## src/ppdq_pkg.sv

```systemverilog
package ppdq_pkg;

  // Field widths fixed by the interface
  localparam int unsigned HandleW  = 16;
  localparam int unsigned DelayW   = 16;
  localparam int unsigned TimeW    = 32;
  localparam int unsigned CfgIdxW  = 1;
  localparam int unsigned CfgDataW = 16;

  // Register map
  typedef enum logic [CfgIdxW-1:0] {
    CFG_PACKET_DELAY = 1'b0,
    CFG_BYPASS       = 1'b1
  } cfg_idx_t;

  // Input opcodes
  typedef enum logic {
    OP_ARRIVAL = 1'b0,
    OP_TICK    = 1'b1
  } opcode_t;

  // Sequencer states, one-hot
  typedef enum logic [1:0] {
    ST_IDLE = 2'b01,
    ST_HEAD = 2'b10
  } state_t;

  // Queue control from the sequencer
  typedef struct packed {
    logic push;
    logic pop;
    logic rd_req;
  } fifo_ctl_t;

  // Queue status back to the sequencer
  typedef struct packed {
    logic empty;
    logic full;
    logic last;   // exactly one entry held
  } fifo_sts_t;

endpackage

```

## src/packet_pacing_delay_queue.sv

```systemverilog
// Packet pacing delay queue: spaces packets out to a programmed rate.
//
// Input channel (in_valid / in_stall): one beat is either a packet arrival
// (opcode arrival, with a handle) or a one-millisecond tick. Every input
// beat yields exactly one output beat on out_valid / out_stall.
// An arrival is stamped with a release time max(next slot, now) and queued;
// the next slot then moves on by packet_delay_ms. In bypass mode or with
// the queue full the packet goes straight out. A tick advances the clock
// and, with bypass off, releases the queue head once now > its release time.
//
// An arrival, or a tick that finds the queue empty or bypass set, has its
// result registered at the accepting edge. A tick with packets held goes
// through ST_HEAD: the head entry comes out of the queue memory in the
// cycle after the read is issued, and the result is registered from it.
// The output beat sits in a register; the block takes a new input beat
// while that register is being drained in the same cycle. If the receiver
// stalls, the result holds and in_stall rises until it is taken.
// Reset (rst_n low, synchronous) empties the queue, zeroes both clocks and
// loads delay 10 ms, bypass off. Queue memory is not cleared.
module packet_pacing_delay_queue #(
  parameter int unsigned BUFFER_DEPTH = 64,
  parameter int unsigned HANDLE_BITS  = 16
) (
  input  logic                            clk,
  input  logic                            rst_n,
  // configuration
  input  logic                            cfg_we,
  input  logic [ppdq_pkg::CfgIdxW-1:0]    cfg_index,
  input  logic [ppdq_pkg::CfgDataW-1:0]   cfg_data,
  // input beats
  input  logic                            in_valid,
  output logic                            in_stall,
  input  logic                            in_opcode,
  input  logic [ppdq_pkg::HandleW-1:0]    in_packet_handle,
  // output beats
  output logic                            out_valid,
  input  logic                            out_stall,
  output logic                            out_packet_valid,
  output logic [ppdq_pkg::HandleW-1:0]    out_leaving_handle,
  output logic                            out_was_delayed,
  output logic                            out_still_holding
);
  import ppdq_pkg::*;

  // Stored handle keeps only the bits that survive both masks
  localparam int unsigned StoreHW = (HANDLE_BITS < HandleW) ? HANDLE_BITS : HandleW;
  localparam int unsigned EntryW  = StoreHW + TimeW;

  // Config registers
  logic [DelayW-1:0] delay_r, delay_nxt;
  logic              bypass_r, bypass_nxt;

  // Timekeeping
  logic [TimeW-1:0]  now_r, now_nxt;
  logic [TimeW-1:0]  next_slot_r, next_slot_nxt;
  logic [TimeW-1:0]  release_time;

  state_t            state_r, state_nxt;

  // Output register
  logic              out_valid_r, out_valid_nxt;
  logic              out_pkt_r, out_pkt_nxt;
  logic [HandleW-1:0] out_handle_r, out_handle_nxt;
  logic              out_delayed_r, out_delayed_nxt;
  logic              out_holding_r, out_holding_nxt;

  // Queue
  fifo_ctl_t         fctl;
  fifo_sts_t         fsts;
  logic [EntryW-1:0] wr_entry;
  logic [EntryW-1:0] head_entry;
  logic [StoreHW-1:0] head_handle;
  logic [TimeW-1:0]  head_release;

  logic              in_acc;
  logic              out_free;

  ppdq_fifo #(
    .DEPTH (BUFFER_DEPTH),
    .DW    (EntryW)
  ) u_fifo (
    .clk     (clk),
    .rst_n   (rst_n),
    .ctl     (fctl),
    .wr_data (wr_entry),
    .rd_data (head_entry),
    .sts     (fsts)
  );

  assign head_handle  = head_entry[EntryW-1:TimeW];
  assign head_release = head_entry[TimeW-1:0];

  // Output register empty or emptying this cycle
  assign out_free = !out_valid_r || !out_stall;
  assign in_stall = (state_r != ST_IDLE) || !out_free;
  assign in_acc   = in_valid && !in_stall;

  assign release_time = (next_slot_r > now_r) ? next_slot_r : now_r;
  assign wr_entry     = {in_packet_handle[StoreHW-1:0], release_time};

  // Config decode
  always_comb begin
    delay_nxt  = delay_r;
    bypass_nxt = bypass_r;
    if (cfg_we) begin
      unique case (cfg_idx_t'(cfg_index))
        CFG_PACKET_DELAY: delay_nxt  = cfg_data;
        CFG_BYPASS:       bypass_nxt = cfg_data[0];
        default:          ;
      endcase
    end
  end

  // Sequencer
  always_comb begin
    state_nxt       = state_r;
    now_nxt         = now_r;
    next_slot_nxt   = next_slot_r;
    fctl            = '0;
    out_valid_nxt   = out_valid_r && out_stall;
    out_pkt_nxt     = out_pkt_r;
    out_handle_nxt  = out_handle_r;
    out_delayed_nxt = out_delayed_r;
    out_holding_nxt = out_holding_r;

    unique case (state_r)
      ST_IDLE: begin
        if (in_acc) begin
          if (opcode_t'(in_opcode) == OP_ARRIVAL) begin
            out_valid_nxt   = 1'b1;
            out_delayed_nxt = 1'b0;
            if (bypass_r || fsts.full) begin
              // straight through, slot untouched
              out_pkt_nxt     = 1'b1;
              out_handle_nxt  = HandleW'(in_packet_handle[StoreHW-1:0]);
              out_holding_nxt = !fsts.empty;
            end else begin
              fctl.push       = 1'b1;
              next_slot_nxt   = release_time + TimeW'(delay_r);
              out_pkt_nxt     = 1'b0;
              out_handle_nxt  = '0;
              out_holding_nxt = 1'b1;
            end
          end else begin
            now_nxt = now_r + 1'b1;
            if (bypass_r || fsts.empty) begin
              out_valid_nxt   = 1'b1;
              out_pkt_nxt     = 1'b0;
              out_handle_nxt  = '0;
              out_delayed_nxt = 1'b0;
              out_holding_nxt = !fsts.empty;
            end else begin
              // fetch head, decide next cycle
              fctl.rd_req = 1'b1;
              state_nxt   = ST_HEAD;
            end
          end
        end
      end
      ST_HEAD: begin
        // now_r already holds the advanced time
        out_valid_nxt = 1'b1;
        if (now_r > head_release) begin
          fctl.pop        = 1'b1;
          out_pkt_nxt     = 1'b1;
          out_handle_nxt  = HandleW'(head_handle);
          out_delayed_nxt = 1'b1;
          out_holding_nxt = !fsts.last;
        end else begin
          out_pkt_nxt     = 1'b0;
          out_handle_nxt  = '0;
          out_delayed_nxt = 1'b0;
          out_holding_nxt = 1'b1;
        end
        state_nxt = ST_IDLE;
      end
      default: state_nxt = ST_IDLE;
    endcase
  end

  always_ff @(posedge clk) begin
    if (!rst_n) begin
      delay_r     <= DelayW'(10);
      bypass_r    <= 1'b0;
      now_r       <= '0;
      next_slot_r <= '0;
      state_r     <= ST_IDLE;
      out_valid_r <= 1'b0;
    end else begin
      delay_r     <= delay_nxt;
      bypass_r    <= bypass_nxt;
      now_r       <= now_nxt;
      next_slot_r <= next_slot_nxt;
      state_r     <= state_nxt;
      out_valid_r <= out_valid_nxt;
    end
  end

  always_ff @(posedge clk) begin
    out_pkt_r     <= out_pkt_nxt;
    out_handle_r  <= out_handle_nxt;
    out_delayed_r <= out_delayed_nxt;
    out_holding_r <= out_holding_nxt;
  end

  assign out_valid          = out_valid_r;
  assign out_packet_valid   = out_pkt_r;
  assign out_leaving_handle = out_handle_r;
  assign out_was_delayed    = out_delayed_r;
  assign out_still_holding  = out_holding_r;

`ifndef SYNTHESIS
  // head lookup never lingers
  a_head_one_cycle: assert property (@(posedge clk) disable iff (!rst_n)
    state_r == ST_HEAD |=> state_r == ST_IDLE)
    else $error("head lookup lasted more than one cycle");

  // head result lands in an empty output register
  a_head_out_free: assert property (@(posedge clk) disable iff (!rst_n)
    state_r == ST_HEAD |-> !out_valid_r)
    else $error("head result would overwrite pending output");

  a_no_pop_empty: assert property (@(posedge clk) disable iff (!rst_n)
    fctl.pop |-> !fsts.empty)
    else $error("pop from empty queue");

  a_no_push_full: assert property (@(posedge clk) disable iff (!rst_n)
    fctl.push |-> !fsts.full)
    else $error("push into full queue");
`endif

endmodule

```

## src/ppdq_fifo.sv

```systemverilog
module ppdq_fifo #(
  parameter int unsigned DEPTH = 64,
  parameter int unsigned DW    = 48
) (
  input  logic                 clk,
  input  logic                 rst_n,
  input  ppdq_pkg::fifo_ctl_t  ctl,
  input  logic [DW-1:0]        wr_data,
  output logic [DW-1:0]        rd_data,
  output ppdq_pkg::fifo_sts_t  sts
);
  import ppdq_pkg::*;

  localparam int unsigned PtrW = (DEPTH > 1) ? $clog2(DEPTH) : 1;
  localparam int unsigned CntW = $clog2(DEPTH + 1);

  logic [DW-1:0]   mem [DEPTH];
  logic [PtrW-1:0] wr_ptr_r, wr_ptr_nxt;
  logic [PtrW-1:0] rd_ptr_r, rd_ptr_nxt;
  logic [CntW-1:0] cnt_r, cnt_nxt;
  logic [DW-1:0]   rd_data_r;

  function automatic logic [PtrW-1:0] ptr_inc(input logic [PtrW-1:0] p);
    return (p == PtrW'(DEPTH - 1)) ? '0 : p + 1'b1;
  endfunction

  always_comb begin
    wr_ptr_nxt = ctl.push ? ptr_inc(wr_ptr_r) : wr_ptr_r;
    rd_ptr_nxt = ctl.pop  ? ptr_inc(rd_ptr_r) : rd_ptr_r;
    cnt_nxt    = cnt_r;
    if (ctl.push && !ctl.pop) begin
      cnt_nxt = cnt_r + 1'b1;
    end else if (ctl.pop && !ctl.push) begin
      cnt_nxt = cnt_r - 1'b1;
    end
  end

  always_ff @(posedge clk) begin
    if (!rst_n) begin
      wr_ptr_r <= '0;
      rd_ptr_r <= '0;
      cnt_r    <= '0;
    end else begin
      wr_ptr_r <= wr_ptr_nxt;
      rd_ptr_r <= rd_ptr_nxt;
      cnt_r    <= cnt_nxt;
    end
  end

  // Single write port, single registered read port
  always_ff @(posedge clk) begin
    if (ctl.push) begin
      mem[wr_ptr_r] <= wr_data;
    end
    if (ctl.rd_req) begin
      rd_data_r <= mem[rd_ptr_r];
    end
  end

  assign rd_data   = rd_data_r;
  assign sts.empty = (cnt_r == '0);
  assign sts.full  = (cnt_r == CntW'(DEPTH));
  assign sts.last  = (cnt_r == CntW'(1));

endmodule
```

## config.mk

```make
export PLATFORM = sky130hd
export DESIGN_NAME = packet_pacing_delay_queue
export DESIGN_NICKNAME = d
export VERILOG_FILES = /design/src/ppdq_pkg.sv /design/src/packet_pacing_delay_queue.sv /design/src/ppdq_fifo.sv
export SDC_FILE = /design/constraint.sdc
export NUM_CORES = 2
export LEC_CHECK = 0
export BUFFER_PORTS_ARGS = -buffer_cell sky130_fd_sc_hd__buf_2
export CAP_MARGIN = 25
export CORE_AREA = 2 2 506 508
export DETAILED_ROUTE_END_ITERATION = 10
export DIE_AREA = 0 0 508 510
export SLEW_MARGIN = 20
export SYNTH_ARGS = -nofsm -noshare
export SYNTH_HDL_FRONTEND = slang
export SYNTH_SLANG_ARGS = --single-unit
```

## constraint.sdc

```tcl
create_clock -name clk -period 15.7 [get_ports clk]
set_input_delay 3.14 -clock clk [delete_from_list [all_inputs] [get_ports clk]]
set_output_delay 3.14 -clock clk [all_outputs]
set_load 0.005 [all_outputs]
```

* Yosys cells after proc, flatten, opt, wreduce, memory -nomap -nowiden
Memories as Yosys holds them, arrays and structs flattened. A register that Yosys moved wholly into a read port is not among the register bits.
Cells that the tools add are included.
** Storage, ports and cells
- Flip-flop bits (word level) :: 122
- RAM bits :: 3072
- Input bits :: 39
- Output and inout port bits :: 21
- Word-level logic and storage cells :: 102
- Memories :: 1
** Cells by class
- $add $sub $neg :: 6
- Order comparisons :: 2
- Equality and inequality tests :: 9
- Multiplexer cells :: 41
- Bitwise logic cells :: 4
- Reduce and logical (&&, ||, !) cells :: 26
** Memory list
- u_fifo.mem :: depth 64, width 48, read ports 1, clocked after memory_dff 1, wr ports 1, RTL line ppdq_fifo.sv:17 : logic [DW-1:0] mem [DEPTH];
** Operators by type and width (number)
- two-way mux 16 bit :: 5
- > comparator 32 bit :: 2
- adder 32 x 1 -> 32 bit (second input constant) :: 1
- adder 32 x 16 -> 32 bit :: 1
- two-way mux 32 bit :: 1
- case mux 16 bit (2 select lines) :: 1
- two-way mux 1 bit :: 26
- two-way mux 7 bit :: 2
- adder 6 x 1 -> 6 bit (second input constant) :: 2
- == test 6 bit (second input constant) :: 2
- two-way mux 6 bit :: 2
- AND reduction 3 bit :: 3
- logical NOT 1 bit :: 8
- case mux 1 bit (2 select lines) :: 4
- adder 7 x 1 -> 7 bit (second input constant) :: 1
- == test 7 x 1 -> 1 bit (second input constant) :: 1
- == test 7 bit (second input constant) :: 1
- logical NOT 7 bit :: 1
- subtractor 7 x 1 -> 7 bit (second input constant) :: 1
- AND reduction 2 bit :: 3
- logical AND 1 bit :: 4
- logical OR 1 bit :: 4
- inverter 1 bit :: 4
- AND reduction 4 bit :: 1
- 6 further kinds :: 7

* Logic depth before layout (Yosys ltp)
- Depth in word-level cells :: 12
- Depth in mapped cells :: 21
- Mapped depth without buffers :: 19

* By module
Synthesis repeated with hierarchy kept, for this count alone.
** Second synthesis, totals
- Cells, all modules :: 5971
- Area total of the unflattened synthesis :: 125949.5 um^2
** By module, submodules not included
- ppdq_fifo :: instances 1, cells an instance 5082, area each 118602.5 um^2, sequential area each 94070.2 um^2
- packet_pacing_delay_queue :: instances 1, cells an instance 889, area each 7347.0 um^2, sequential area each 2252.2 um^2

* Worst setup path before layout
No wires, ideal clock.
- Path type :: register to register
- From :: register now_r[23]
- To :: register next_slot_r[21]
- Setup time :: 122 ps
- Data arrival time :: 6988 ps
- Required time :: 15578 ps
- Path slack :: 8589 ps
- Stages on the path, launching flop included :: 20
- Buffers on the path :: 3
- Clock period less this slack :: 7111 ps
- Cell sequence :: dfxtp_1 inv_1 ha_1 nand4_1 or4_4 o21bai_4 o22a_2 nand2_4 buf_6 buf_6 o21ai_0 ha_1 a211oi_1 o21ai_0 a311oi_1 o221ai_1 a21oi_1 clkbuf_1 o211a_1 a311o_1
** Between the ends
- Word-level cells in the longest chain between the ends :: 3
** Ends and longest elaborated chain
- start, declared :: RTL line packet_pacing_delay_queue.sv:54 : logic [TimeW-1:0] now_r, now_nxt;
- start signal, assigned :: RTL line packet_pacing_delay_queue.sv:192 : now_r <= now_nxt;
- > comparator 32 bit :: RTL line packet_pacing_delay_queue.sv:98 : assign release_time = (next_slot_r > now_r) ? next_slot_r : now_r;
- two-way mux 32 bit :: RTL line packet_pacing_delay_queue.sv:98
- named net release_time[0] :: RTL line packet_pacing_delay_queue.sv:56 : logic [TimeW-1:0] release_time;
- adder 32 x 16 -> 32 bit :: RTL line packet_pacing_delay_queue.sv:139 : next_slot_nxt = release_time + TimeW'(delay_r);
- end signal, assigned :: RTL line packet_pacing_delay_queue.sv:193 : next_slot_r <= next_slot_nxt;
- end, declared :: RTL line packet_pacing_delay_queue.sv:55 : logic [TimeW-1:0] next_slot_r, next_slot_nxt;
The timed path passes the listed nets, and every way through them passes these cells.
A chain may end at the register's enable or synchronous reset.

* Worst setup path after layout
- From :: input port out_stall
- To :: output port in_stall
** Between the ends
- Word-level cells in the longest chain between the ends :: 4
** Ends and longest elaborated chain
- start, declared :: RTL line packet_pacing_delay_queue.sv:37 : input logic out_stall,
- logical NOT 1 bit :: RTL line packet_pacing_delay_queue.sv:94 : assign out_free = !out_valid_r || !out_stall;
- logical OR 1 bit :: RTL line packet_pacing_delay_queue.sv:94
- logical NOT 1 bit :: RTL line packet_pacing_delay_queue.sv:95 : assign in_stall = (state_r != ST_IDLE) || !out_free;
- logical OR 1 bit :: RTL line packet_pacing_delay_queue.sv:95
- end, declared :: RTL line packet_pacing_delay_queue.sv:32 : output logic in_stall,
Every way passes these cells.

==> results.ini <==
[status]
status = finished clean

[pwr]
leakage_uw = 0.0445
vdd_drop_max_uv = 96.2
powerDensity_nw_per_um2 = 127

[cells_and_area]
drive_gt1_share_pct = 30.0
nets = 5860
area_growth_pct = 12.6
nFillCells = 18600
final_cell_area_um2 = 142000

[timing]
max_freq_mhz = 149
hold_viol_final = 0
grt_setup_unrepaired = false
layout_setup_ws_ns = 8.99
fin_tns_setup_ns = 0
slew-limit-headroom_pct = 26.3
fin_crit_sh_pct = 42.7
finalSetupViolations = 0
finalMaxSlewViolations = 0
tightestPinTransition_ns = 1.11
skew_ns = 0.0951
min_period_ns = 6.71

[synth]
yosys_warnings = 0
synth.cell_area_um2 = 126000
synthArstFlopShare_pct = 0
syn_area_per_cell_um2 = 23.1
synth_nets = 5582
yosysUniqueCellTypes = 76
syn_inst = 5452
synth_edf_count = 3139
yosys_most_used_dff = edfxtp_1
ys_seq_area_share_pct = 76.4
synth-seq-cells = 3242

[placed_design]
hpwl_mm = 186
place_ws_ns = 8.54
placed_area_um2 = 131000
io_buffers = 59
gp_congestion = 0.813

[cts]
cts_tree = yes
cts_buffers = 335
cts.sinks = 3242
h-tree-depth = 5
cts_resized = 0
cts_buffer_depth = 4
hold_buffers = 0
clock-root-buffer = clkbuf_16
clk_pin_slew_ns = 0.05
clk_latency_ns = 0.91
cts_setup_buffers = 0

[global_route]
grt_pass1_wl_mm = 460
grt_pass1_vias = 59600
grt_use_total_pct = 25.4
grt_max_degree = 125
overflow = 0
antenna_found_initial = 34

[drt]
wire_per_inst_um = 34.9
drc = 0
dr.pass1.iters = 6
drtAntennaViolNets = 0
vias = 60000
drt_iter0_drc = 7960
routed_wl_mm = 327
viasPerCell = 6.40

[worst_setup_path]
crit_arrival_ns = 3.57
cp-start-kind = primary input
critical_path_class = primary input to output port
end_kind = output port
cp_max_fo = 5
crit_required_ns = 12.56

[floorplanning]
die_h_um = 510
core_um2 = 253000
die_x_um = 508
initial_utilization_pct = 49.7
ios = 60
rows = 185
die_area_um2 = 259000

[flow_run]
drv_cap = 0

[worst_hold_path]
hp-class = flop to flop

[registers in the layout, summed over array words and instances (netlist names)]
register and count:
out_leaving_handle 16, next_slot_r 32, u_fifo.mem 3072, delay_r 16, out_was_delayed 1, out_still_holding 1
u_fifo.rd_ptr_r 6, u_fifo.rd_data 48, out_valid 1, state_r 2, bypass_r 1, now_r 32
out_packet_valid 1, u_fifo.wr_ptr_r 6, u_fifo.cnt_r 7
[Yosys cell counts (6+ instances only)]
library cell / instances / area share [%]
a21o_1: 20 / 0.12
a21oi_1: 82 / 0.33
a22o_1: 16 / 0.11
and4_1: 6 / 0.042
buf_1: 71 / 0.21
buf_2: 33 / 0.13
buf_4: 6 / 0.036
clkbuf_1: 163 / 0.49
dfxtp_1: 103 / 1.6
edfxtp_1: 3139 / 75
ha_1: 90 / 0.89
inv_1: 89 / 0.27
mux2_2: 15 / 0.13
mux2i_1: 10 / 0.079
mux4_2: 1008 / 18
nand2_1: 111 / 0.33
nand2b_1: 6 / 0.030
nand3_1: 47 / 0.19
nand3b_1: 9 / 0.054
nand4_1: 32 / 0.16
nor2_1: 130 / 0.39
nor2b_1: 7 / 0.035
nor3_1: 15 / 0.060
nor4_1: 7 / 0.035
o211ai_1: 10 / 0.060
o21a_1: 7 / 0.042
o21ai_0: 49 / 0.19
o21ai_1: 11 / 0.044
or2_2: 6 / 0.030
or3_1: 9 / 0.045
or4_1: 8 / 0.048
xnor2_1: 39 / 0.27
xor2_1: 11 / 0.076
[layer usage]
metal	up-vias	track usage, %	part of all wire (%)
met3	446	3.42	7.6
met4	10	6.16	2.4
met2	2677	40.2	48
li1	23900	-	-
met1	33000	37.9	42
met5	-	0	0.020
[report_power, final]
| group | internal, uW | leakage (uW) | switching, uW |
|---|---|---|---|
| logic | 175 | 0.00875 | 512 |
| registers | 9570 | 0.0306 | 40.5 |
| clock network | 4450 | 0.00515 | 3260 |
[critical path, stage by stage]
cell and delay [ns]:
buf_2 0.10, nand2_1 0.12, nand2_1 0.07, buf_2 0.13
[cell families (layout without fill, tap and decap cells)]
kind of cell	Yosys count	after routing	synth area share (%)
compound gates	251	251	1.31
xor+xnor	50	50	0.347
fa+ha+maj	91	91	0.909
buf+inv	365	909	1.15
flops	3242	3242	76.4
mux	1036	1036	18.3
other cells	0	9	0
simple gates	417	417	1.60
[worst paths after layout]
kind               start               to  slack (ns)  cells past startpoint
max reg2reg    now_r[23]  next_slot_r[19]        9.33                     18
min reg2reg  delay_r[14]      delay_r[14]        0.47                      2
min          delay_r[14]      delay_r[14]        0.47                      2
max            out_stall         in_stall        8.99                      4
[layout by cell type, fill, tap and decap left out, drive strengths merged, types with 9 or more instances in the layout]
cell type	count
a22o	16
clkbuf	413
a21o	20
nor3	16
nand2	112
a21oi	82
o211ai	10
buf	216
or3	9
mux2	18
nor2	132
bufinv	28
or4	10
dfxtp	103
mux2i	10
clkinv	150
xnor2	39
nand3	47
inv	98
edfxtp	3139
ha	90
diode	9
xor2	11
nand4	33
mux4	1008
o21ai	61
nand3b	9
[through the flow]
stage | utilization (%) | hold WS, ns | cells | total power [uW]
after CTS | 56.0 | 0.475 | 9361 | 18100
after floorplan | - | 0.441 | 5452 | 10100
final | 56.0 | 0.471 | 9371 | 18000
after global routing | 56.0 | 0.494 | 9367 | 18500
after detailed placement | 51.8 | 0.463 | 8758 | 10500
after global placement | 51.8 | 0.460 | 8757 | 10500
[layout make-up]
class	count	area [um2]	share of cell area (%)
multi-input cells	1845	28900	20.4
flip-flops and latches	3242	96300	67.9
repair buffers	216	1600	1.13
clock inverters	190	1700	1.19
well taps	3366	4210	2.97
clock buffers	413	8820	6.22
diodes	9	22.5	0.0159
inverters	90	340	0.240
Power figures use the tool's default switching activity.
